--- src/sv/mrp_pkg.sv ---
// Shared types and constants for the Miller-Rabin prime test unit.
// Witness ladder tables, controller states and command/status types.
package mrp_pkg;

    localparam int LadderSteps = 10;
    localparam int PrimeCount  = 12;

    typedef enum logic [3:0] {
        ST_IDLE, ST_CLASS, ST_SPLIT, ST_WSEL, ST_PSTEP, ST_PMA, ST_PBB,
        ST_PMB, ST_XCHK, ST_SQM, ST_SQCHK, ST_DONE
    } mrp_state_t;

    typedef enum logic [3:0] {
        CMD_NONE, CMD_LOAD, CMD_SHIFT, CMD_PINIT, CMD_MUL_AB, CMD_MUL_BB,
        CMD_SQ, CMD_NEXTW
    } mrp_cmd_t;

    typedef struct packed {
        logic below_two;
        logic two_three;
        logic even;
        logic d_odd;
        logic e_zero;
        logic e_lsb;
        logic mul_done;
        logic x_one;
        logic x_nm1;
        logic wskip;
        logic wlast;
        logic sq_last;
    } mrp_status_t;

    function automatic logic [63:0] ladder_bound(input logic [3:0] s);
        case (s)
            4'd0:    ladder_bound = 64'd2047;
            4'd1:    ladder_bound = 64'd1373653;
            4'd2:    ladder_bound = 64'd9080191;
            4'd3:    ladder_bound = 64'd25326001;
            4'd4:    ladder_bound = 64'd3215031751;
            4'd5:    ladder_bound = 64'd4759123141;
            4'd6:    ladder_bound = 64'd1122004669633;
            4'd7:    ladder_bound = 64'd2152302898747;
            4'd8:    ladder_bound = 64'd3474749660383;
            4'd9:    ladder_bound = 64'd341550071728321;
            default: ladder_bound = 64'd0;
        endcase
    endfunction

    // zero means the plain first-primes list
    function automatic logic [3:0] ladder_count(input logic [3:0] s);
        case (s)
            4'd0:    ladder_count = 4'd1;
            4'd1:    ladder_count = 4'd2;
            4'd2:    ladder_count = 4'd2;
            4'd3:    ladder_count = 4'd3;
            4'd4:    ladder_count = 4'd4;
            4'd5:    ladder_count = 4'd3;
            4'd6:    ladder_count = 4'd4;
            4'd7:    ladder_count = 4'd5;
            4'd8:    ladder_count = 4'd6;
            4'd9:    ladder_count = 4'd7;
            default: ladder_count = 4'd0;
        endcase
    endfunction

    function automatic logic [63:0] first_prime(input logic [3:0] i);
        case (i)
            4'd0:    first_prime = 64'd2;
            4'd1:    first_prime = 64'd3;
            4'd2:    first_prime = 64'd5;
            4'd3:    first_prime = 64'd7;
            4'd4:    first_prime = 64'd11;
            4'd5:    first_prime = 64'd13;
            4'd6:    first_prime = 64'd17;
            4'd7:    first_prime = 64'd19;
            4'd8:    first_prime = 64'd23;
            4'd9:    first_prime = 64'd29;
            4'd10:   first_prime = 64'd31;
            4'd11:   first_prime = 64'd37;
            default: first_prime = 64'd0;
        endcase
    endfunction

    function automatic logic [63:0] witness(input logic [3:0] s, input logic [3:0] i);
        witness = first_prime(i);
        case (s)
            4'd2:
            begin
                witness = (i == 4'd0) ? 64'd31 : 64'd73;
            end
            4'd5:
            begin
                case (i)
                    4'd0:    witness = 64'd2;
                    4'd1:    witness = 64'd7;
                    default: witness = 64'd61;
                endcase
            end
            4'd6:
            begin
                case (i)
                    4'd0:    witness = 64'd2;
                    4'd1:    witness = 64'd13;
                    4'd2:    witness = 64'd23;
                    default: witness = 64'd1662803;
                endcase
            end
            default: witness = first_prime(i);
        endcase
    endfunction

endpackage

--- src/sv/mrp_ctrl.sv ---
// Controller state machine for the Miller-Rabin prime test unit.
// Depends on mrp_pkg; drives commands into mrp_dp and owns the output register.
module mrp_ctrl (
    input  logic                clk,
    input  logic                rst_n,
    input  logic                valid_in,
    output logic                stall_in,
    output logic                valid_out,
    input  logic                stall_out,
    input  mrp_pkg::mrp_status_t st,
    output mrp_pkg::mrp_cmd_t   cmd,
    output logic                is_prime
);
    import mrp_pkg::*;

    mrp_state_t state_reg, state_next;
    logic       verdict_reg, verdict_next;

    always_ff @(posedge clk or negedge rst_n)
    begin
        if (!rst_n)
        begin
            state_reg   <= ST_IDLE;
            verdict_reg <= 1'b0;
        end
        else
        begin
            state_reg   <= state_next;
            verdict_reg <= verdict_next;
        end
    end

    always_comb
    begin
        state_next   = state_reg;
        verdict_next = verdict_reg;
        cmd          = CMD_NONE;
        stall_in     = 1'b1;
        valid_out    = 1'b0;
        case (state_reg)
            ST_IDLE:
            begin
                stall_in = 1'b0;
                if (valid_in)
                begin
                    cmd        = CMD_LOAD;
                    state_next = ST_CLASS;
                end
            end
            ST_CLASS:
            begin
                if (st.below_two || st.two_three || st.even)
                begin
                    verdict_next = st.two_three;
                    state_next   = ST_DONE;
                end
                else
                begin
                    state_next = ST_SPLIT;
                end
            end
            ST_SPLIT:
            begin
                if (st.d_odd)
                    state_next = ST_WSEL;
                else
                    cmd = CMD_SHIFT;
            end
            ST_WSEL:
            begin
                if (st.wlast)
                begin
                    verdict_next = 1'b1;
                    state_next   = ST_DONE;
                end
                else if (st.wskip)
                begin
                    cmd = CMD_NEXTW;
                end
                else
                begin
                    cmd        = CMD_PINIT;
                    state_next = ST_PSTEP;
                end
            end
            ST_PSTEP:
            begin
                if (st.e_zero)
                begin
                    state_next = ST_XCHK;
                end
                else if (st.e_lsb)
                begin
                    cmd        = CMD_MUL_AB;
                    state_next = ST_PMA;
                end
                else
                begin
                    cmd        = CMD_MUL_BB;
                    state_next = ST_PMB;
                end
            end
            ST_PMA:
            begin
                if (st.mul_done)
                    state_next = ST_PBB;
            end
            ST_PBB:
            begin
                cmd        = CMD_MUL_BB;
                state_next = ST_PMB;
            end
            ST_PMB:
            begin
                if (st.mul_done)
                    state_next = ST_PSTEP;
            end
            ST_XCHK:
            begin
                if (st.x_one || st.x_nm1)
                begin
                    cmd        = CMD_NEXTW;
                    state_next = ST_WSEL;
                end
                else if (st.sq_last)
                begin
                    verdict_next = 1'b0;
                    state_next   = ST_DONE;
                end
                else
                begin
                    cmd        = CMD_SQ;
                    state_next = ST_SQM;
                end
            end
            ST_SQM:
            begin
                if (st.mul_done)
                    state_next = ST_SQCHK;
            end
            ST_SQCHK:
            begin
                if (st.x_nm1)
                begin
                    cmd        = CMD_NEXTW;
                    state_next = ST_WSEL;
                end
                else if (st.sq_last)
                begin
                    verdict_next = 1'b0;
                    state_next   = ST_DONE;
                end
                else
                begin
                    cmd        = CMD_SQ;
                    state_next = ST_SQM;
                end
            end
            ST_DONE:
            begin
                valid_out = 1'b1;
                if (!stall_out)
                    state_next = ST_IDLE;
            end
            default: state_next = ST_IDLE;
        endcase
    end

    assign is_prime = verdict_reg;

endmodule

--- src/sv/mrp_dp.sv ---
// Datapath for the Miller-Rabin prime test unit: operand registers,
// witness selection and a bit-serial modular multiplier. Depends on mrp_pkg.
module mrp_dp #(
    parameter int WORD_WIDTH    = 64,
    parameter int MAX_WITNESSES = 12
) (
    input  logic                    clk,
    input  logic                    rst_n,
    input  logic [63:0]             candidate,
    input  mrp_pkg::mrp_cmd_t       cmd,
    output mrp_pkg::mrp_status_t    st
);
    import mrp_pkg::*;

    localparam int W  = WORD_WIDTH;
    localparam int RW = $clog2(W + 1);
    localparam int CW = $clog2(W + 1);
    localparam logic [3:0] MaxW = 4'((MAX_WITNESSES > PrimeCount) ? PrimeCount :
                                     ((MAX_WITNESSES < 1) ? 1 : MAX_WITNESSES));

    logic [W-1:0]  n_reg, d_reg, acc_reg, base_reg, e_reg;
    logic [RW-1:0] r_reg, i_reg;
    logic [3:0]    step_reg, widx_reg;
    logic [W-1:0]  mx_reg, my_reg, macc_reg;
    logic [CW-1:0] mcnt_reg;
    logic          mbusy_reg, mdest_reg;

    logic [W-1:0]  n_in;
    logic [3:0]    step_in;
    logic [63:0]   wit;
    logic [3:0]    wcount;
    logic [W:0]    t1, t1r, t2, t2r;
    logic          mlast;

    assign n_in = candidate[W-1:0];

    always_comb
    begin
        step_in = 4'(LadderSteps);
        for (int s = LadderSteps - 1; s >= 0; s--)
        begin
            if (64'(n_in) < ladder_bound(4'(s)))
                step_in = 4'(s);
        end
    end

    assign wit    = witness(step_reg, widx_reg);
    assign wcount = (ladder_count(step_reg) == 4'd0) ? MaxW : ladder_count(step_reg);

    assign t1  = {macc_reg, 1'b0};
    assign t1r = (t1 >= {1'b0, n_reg}) ? (t1 - {1'b0, n_reg}) : t1;
    assign t2  = my_reg[W-1] ? (t1r + {1'b0, mx_reg}) : t1r;
    assign t2r = (t2 >= {1'b0, n_reg}) ? (t2 - {1'b0, n_reg}) : t2;
    assign mlast = mbusy_reg && (mcnt_reg == CW'(1));

    always_ff @(posedge clk or negedge rst_n)
    begin
        if (!rst_n)
        begin
            mbusy_reg <= 1'b0;
        end
        else
        begin
            if (cmd == CMD_MUL_AB || cmd == CMD_MUL_BB || cmd == CMD_SQ)
                mbusy_reg <= 1'b1;
            else if (mlast)
                mbusy_reg <= 1'b0;
        end
    end

    always_ff @(posedge clk)
    begin
        if (mbusy_reg)
        begin
            macc_reg <= t2r[W-1:0];
            my_reg   <= my_reg << 1;
            mcnt_reg <= mcnt_reg - CW'(1);
            if (mlast)
            begin
                if (mdest_reg)
                    base_reg <= t2r[W-1:0];
                else
                    acc_reg <= t2r[W-1:0];
            end
        end
        case (cmd)
            CMD_LOAD:
            begin
                n_reg    <= n_in;
                d_reg    <= n_in - W'(1);
                r_reg    <= '0;
                step_reg <= step_in;
                widx_reg <= '0;
            end
            CMD_SHIFT:
            begin
                d_reg <= d_reg >> 1;
                r_reg <= r_reg + RW'(1);
            end
            CMD_PINIT:
            begin
                acc_reg  <= W'(1);
                base_reg <= wit[W-1:0];
                e_reg    <= d_reg;
                i_reg    <= RW'(1);
            end
            CMD_MUL_AB:
            begin
                mx_reg    <= acc_reg;
                my_reg    <= base_reg;
                macc_reg  <= '0;
                mcnt_reg  <= CW'(W);
                mdest_reg <= 1'b0;
            end
            CMD_MUL_BB:
            begin
                mx_reg    <= base_reg;
                my_reg    <= base_reg;
                macc_reg  <= '0;
                mcnt_reg  <= CW'(W);
                mdest_reg <= 1'b1;
                e_reg     <= e_reg >> 1;
            end
            CMD_SQ:
            begin
                mx_reg    <= acc_reg;
                my_reg    <= acc_reg;
                macc_reg  <= '0;
                mcnt_reg  <= CW'(W);
                mdest_reg <= 1'b0;
                i_reg     <= i_reg + RW'(1);
            end
            CMD_NEXTW:
            begin
                widx_reg <= widx_reg + 4'd1;
            end
            default:
            begin
            end
        endcase
    end

    always_comb
    begin
        st.below_two = (n_reg < W'(2));
        st.two_three = (n_reg == W'(2)) || (n_reg == W'(3));
        st.even      = !n_reg[0];
        st.d_odd     = d_reg[0];
        st.e_zero    = (e_reg == '0);
        st.e_lsb     = e_reg[0];
        st.mul_done  = mlast;
        st.x_one     = (acc_reg == W'(1));
        st.x_nm1     = (acc_reg == (n_reg - W'(1)));
        st.wskip     = (wit >= 64'(n_reg));
        st.wlast     = (widx_reg >= wcount);
        st.sq_last   = (i_reg >= r_reg);
    end

endmodule

--- src/sv/miller_rabin_prime_test_unit.sv ---
// Top level of the Miller-Rabin prime test unit.
// Depends on mrp_pkg, mrp_ctrl and mrp_dp.
//
// Usage:
//   Input channel: candidate with valid_in/stall_in. One transfer starts a test.
//   Output channel: is_prime with valid_out/stall_out, one result per candidate.
//   Candidate bits above WORD_WIDTH are ignored.
// Sequencing:
//   One candidate at a time. Trivial cases (below two, two, three, even) are
//   decided in the classify state without the multiplier. Otherwise n-1 is
//   first split into d * 2^r by shifting, then per witness up to 2*WORD_WIDTH
//   modular multiplications for the exponentiation and r-1 squarings follow.
//   The bit-serial multiplier (one multiplier bit per cycle) dominates the run time.
// Reset: returns to idle, no result pending.
// Stall: the result holds on is_prime with valid_out high until transferred;
//   no new candidate is taken until then.
module miller_rabin_prime_test_unit #(
    parameter int WORD_WIDTH    = 64,
    parameter int MAX_WITNESSES = 12
) (
    input  logic        clk,
    input  logic        rst_n,
    input  logic        valid_in,
    output logic        stall_in,
    input  logic [63:0] candidate,
    output logic        valid_out,
    input  logic        stall_out,
    output logic        is_prime
);
    import mrp_pkg::*;

    mrp_cmd_t    cmd;
    mrp_status_t st;

    mrp_ctrl u_ctrl (
        .clk       (clk),
        .rst_n     (rst_n),
        .valid_in  (valid_in),
        .stall_in  (stall_in),
        .valid_out (valid_out),
        .stall_out (stall_out),
        .st        (st),
        .cmd       (cmd),
        .is_prime  (is_prime)
    );

    mrp_dp #(
        .WORD_WIDTH    (WORD_WIDTH),
        .MAX_WITNESSES (MAX_WITNESSES)
    ) u_dp (
        .clk       (clk),
        .rst_n     (rst_n),
        .candidate (candidate),
        .cmd       (cmd),
        .st        (st)
    );

endmodule
--- config.mk ---
export PLATFORM = sky130hd
export DESIGN_NAME = miller_rabin_prime_test_unit
export DESIGN_NICKNAME = d
export VERILOG_FILES = /design/src/sv/mrp_pkg.sv /design/src/sv/mrp_ctrl.sv /design/src/sv/mrp_dp.sv /design/src/sv/miller_rabin_prime_test_unit.sv
export SDC_FILE = /design/constraint.sdc
export NUM_CORES = 2
export LEC_CHECK = 0
export BUFFER_PORTS_ARGS = -buffer_cell sky130_fd_sc_hd__buf_2
export CORE_MARGIN = 4
export CORE_UTILIZATION = 45
export CTS_CLUSTER_DIAMETER = 200
export DETAILED_ROUTE_END_ITERATION = 6
export GPL_TIMING_DRIVEN = 0
export PLACE_DENSITY = 0.64
export SKIP_LAST_GASP = 1
export SYNTH_ARGS = -nofsm -noshare
export SYNTH_HDL_FRONTEND = slang
export SYNTH_HIERARCHICAL = 1
export SYNTH_SLANG_ARGS = --single-unit
--- constraint.sdc ---
create_clock -name clk -period 32.6 [get_ports clk]
set_clock_uncertainty 0.05 [all_clocks]
set_input_delay 6.52 -clock clk [delete_from_list [all_inputs] [get_ports clk]]
set_output_delay 6.52 -clock clk [all_outputs]
set_load 0.005 [all_outputs]
==> flow_summary_export.csv <==
group,metric,value,unit
finish,area_growth,10.2,%
routing,first_iter_violations,4527,
clock_network,post_cts_buffers,0,
sta,tns,0,ns
finish,drive_gt1_frac,0.0733,
finish,final_cell_mix,"nand2_1 (569), a21oi_1 (484), nor2_1 (410)",
finish,regArea,0.0152,sq mm
yosys,synthesis.instances,4779,
yosys,syn_area,0.0409,sq mm
floorplan,core_area,0.0901,sq mm
grt,antenna_found_initial,7,
clock_network,cts_root_buffer,"clkbuf_16",
critical_path,cp.arrival,14.01,ns
placed_design,place_congestion,1.01,
routing,totalWireLength,155000,microns
finish,num-fill-cells,8592,
finish,final_nets,5236,
floorplan,die_x,310,microns
routing,antenna_left,0,
grt,grt_use_total,0.314,
sta,worst_pin_slew,1.31,ns
yosys,yosys_warnings,6,
routing,dr.pass1.iters,7,
sta,relSlewSlack,0.104,
yosys,syn-num-nets,5089,
clock_network,clk_latency,0.65,ns
hold_path,hold_class,"reg2reg",
clock_network,clk_pin_slew,0.06,ns
sta,min_period,13.69,ns
yosys,async_reset_ff_frac,0.0108,
yosys,synth_seq_cells,554,
floorplan,die_h,310,microns
floorplan,start_util,0.454,
finish,multi_input_area,0.0239,sq mm
grt,grt_pass1_vias,35500,
finish,postLayoutCellArea,0.0451,sq mm
yosys,synth-xor-area-share,0.0710,
placed_design,port_buffers,70,
yosys,synth-compound-area-share,0.219,
sta,fmax,0.0730,GHz
clock_network,cts.sinks,554,
grt,grt_max_degree,64,
routing,viasPerCell,6.23,
critical_path,cp_common_cell,"clkbuf_1",
critical_path,cp-end-kind,"flip-flop",
yosys,synth_top_area_share,0.298,
clock_network,htreeDepth,2,
sta,setup_viol,0,
flow_run,maxCapViolCount,0,
critical_path,max_stage_delay,0.84,ns
floorplan,io_pins,71,
yosys,synth_top_family_by_area,"compound AO/OA/AOI/OAI gates",
clock_network,ctsHoldBuffers,0,
routing,vias,38400,
yosys,muxShareOfSynthArea,0.0346,
placed_design,dp_hpwl,126000,microns
yosys,yosys.area_share.adder,0.0745,
yosys,synth_simple_gate_area_frac,0.183,
critical_path,critical-path-slowest-cell,"nor4_1",
yosys,synthFlopType,"edfxtp_1",
critical_path,required,32.92,ns
placed_design,place_inst,6040,
clock_network,numCtsBuffers,59,
yosys,synth_top_area_cell,"edfxtp_1",
grt,grt_pass1_wl,225000,microns
finish,finalNonFillerCells,6159,
routing,wl_per_cell,25.1,microns
yosys,yosysSeqAreaShare,0.371,
yosys,synth.distinct_cells,105,
outcome,violations,"DRC",
critical_path,path_max_fanout,10,
routing,drc,7,
grt,overflow,0,
critical_path,path_class,"reg2reg",
finish,final_util,0.500,
clock_network,cts_resized,0,
sta,drv_slew,0,
finish,mostFrequentLayoutCell,"nand2_1",
outcome,status,"complete, but fails checks",
clock_network,cts_max_path_buffers,3,
floorplan,rows,110,
sta,hold_viol_final,0,
sta,final.period_utilization,0.420,
floorplan,dieArea,0.0959,sq mm
yosys,synth_edf_count,407,
clock_network,cts_tree,"built",
placed_design,placed_cell_area,0.0430,sq mm
yosys,ys_top_cells_by_area,"edfxtp_1 (30%), ha_1 (7.3%), dfxtp_1 (6.9%)",
sta,grt_setup_unrepaired,"no",
critical_path,critPathLaunchType,"flip-flop",
yosys,syn_area_per_cell,8.57,sq um
[worst paths after layout]
path	slack (ns)	start	cells past startpoint	endpoint
max	18.91	u_dp/n_reg[8]	40	u_dp/base_reg[7]
min	0.45	u_dp/mcnt_reg[6]	2	u_dp/mcnt_reg[6]
max reg2reg	18.91	u_dp/n_reg[8]	40	u_dp/base_reg[7]
min reg2reg	0.45	u_dp/mcnt_reg[6]	2	u_dp/mcnt_reg[6]
max in group asynchronous	26.70	rst_n	1	u_ctrl/state_reg[1]
min in group asynchronous	5.64	rst_n	1	u_ctrl/is_prime
[cells by family (layout without fill, tap and decap cells)]
kind of cell | Yosys count | count (layout)
xor+xnor | 332 | 332
fa+ha+maj | 242 | 242
mux | 126 | 126
flops | 554 | 554
other cells | 1 | 7
compound gates | 1444 | 1444
simple gates | 1585 | 1585
buf+inv | 495 | 693
[final cells by class]
class                           instances  share of cell area
Multi-Input combinational cell       3730               0.529
Sequential cell                       554               0.337
Clock buffer                           79              0.0362
Tap cell                             1176              0.0326
Buffer                                275              0.0247
Inverter                              220              0.0183
Timing Repair Buffer                   86              0.0127
Clock inverter                         33             0.00951
Antenna cell                            6            0.000333
[critical path: cells and delay by family (launching register included)]
family | cells | cell delay (ns)
fa+ha+maj | 4 | 1.31
compound gates | 13 | 4.55
xor+xnor | 1 | 0.21
buf+inv | 9 | 2.87
simple gates | 13 | 4.07
flops | 1 | 0.32
[routing by layer]
layer | global-route usage | vias up | wire length, microns
met2 | 0.488 | 1881 | 67200
met4 | 0.133 | 0 | 7810
met5 | 0 | - | 0
li1 | - | 17900 | -
met1 | 0.435 | 18300 | 64900
met3 | 0.0504 | 298 | 14700
[synthesized netlist by cell type (12+ instances only)]
library cell,instances
nand2_1,570
a21oi_1,484
nor2_1,410
edfxtp_1,407
o21ai_0,352
ha_1,239
clkbuf_1,226
inv_1,217
xnor2_1,213
dfxtp_1,141
a21o_1,121
xor2_1,119
nand4_1,98
nand3_1,90
nor3_1,89
mux2_2,86
nor4_1,73
a222oi_1,64
a31oi_1,50
o21ai_1,42
o21bai_1,42
and3_1,40
o21a_1,39
nor2b_1,36
nand2b_1,30
mux2i_1,28
o31ai_1,27
or3_1,27
buf_2,23
a211oi_1,22
o211ai_1,22
a221oi_1,21
or4_1,21
and2_1,19
buf_1,16
o22ai_1,16
a21boi_0,14
o41ai_1,12
[metrics by stage]
stage	setup slack, ns	hold WS, ns
after floorplan	15.84	0.415
after global placement	12.24	0.433
after detailed placement	19.02	0.437
after CTS	18.93	0.458
after global routing	18.47	0.480
final	18.91	0.453
Power is left out: the tool's default activity adds up to more than one toggle a clock period on the data nets, which glitch-free logic cannot reach.
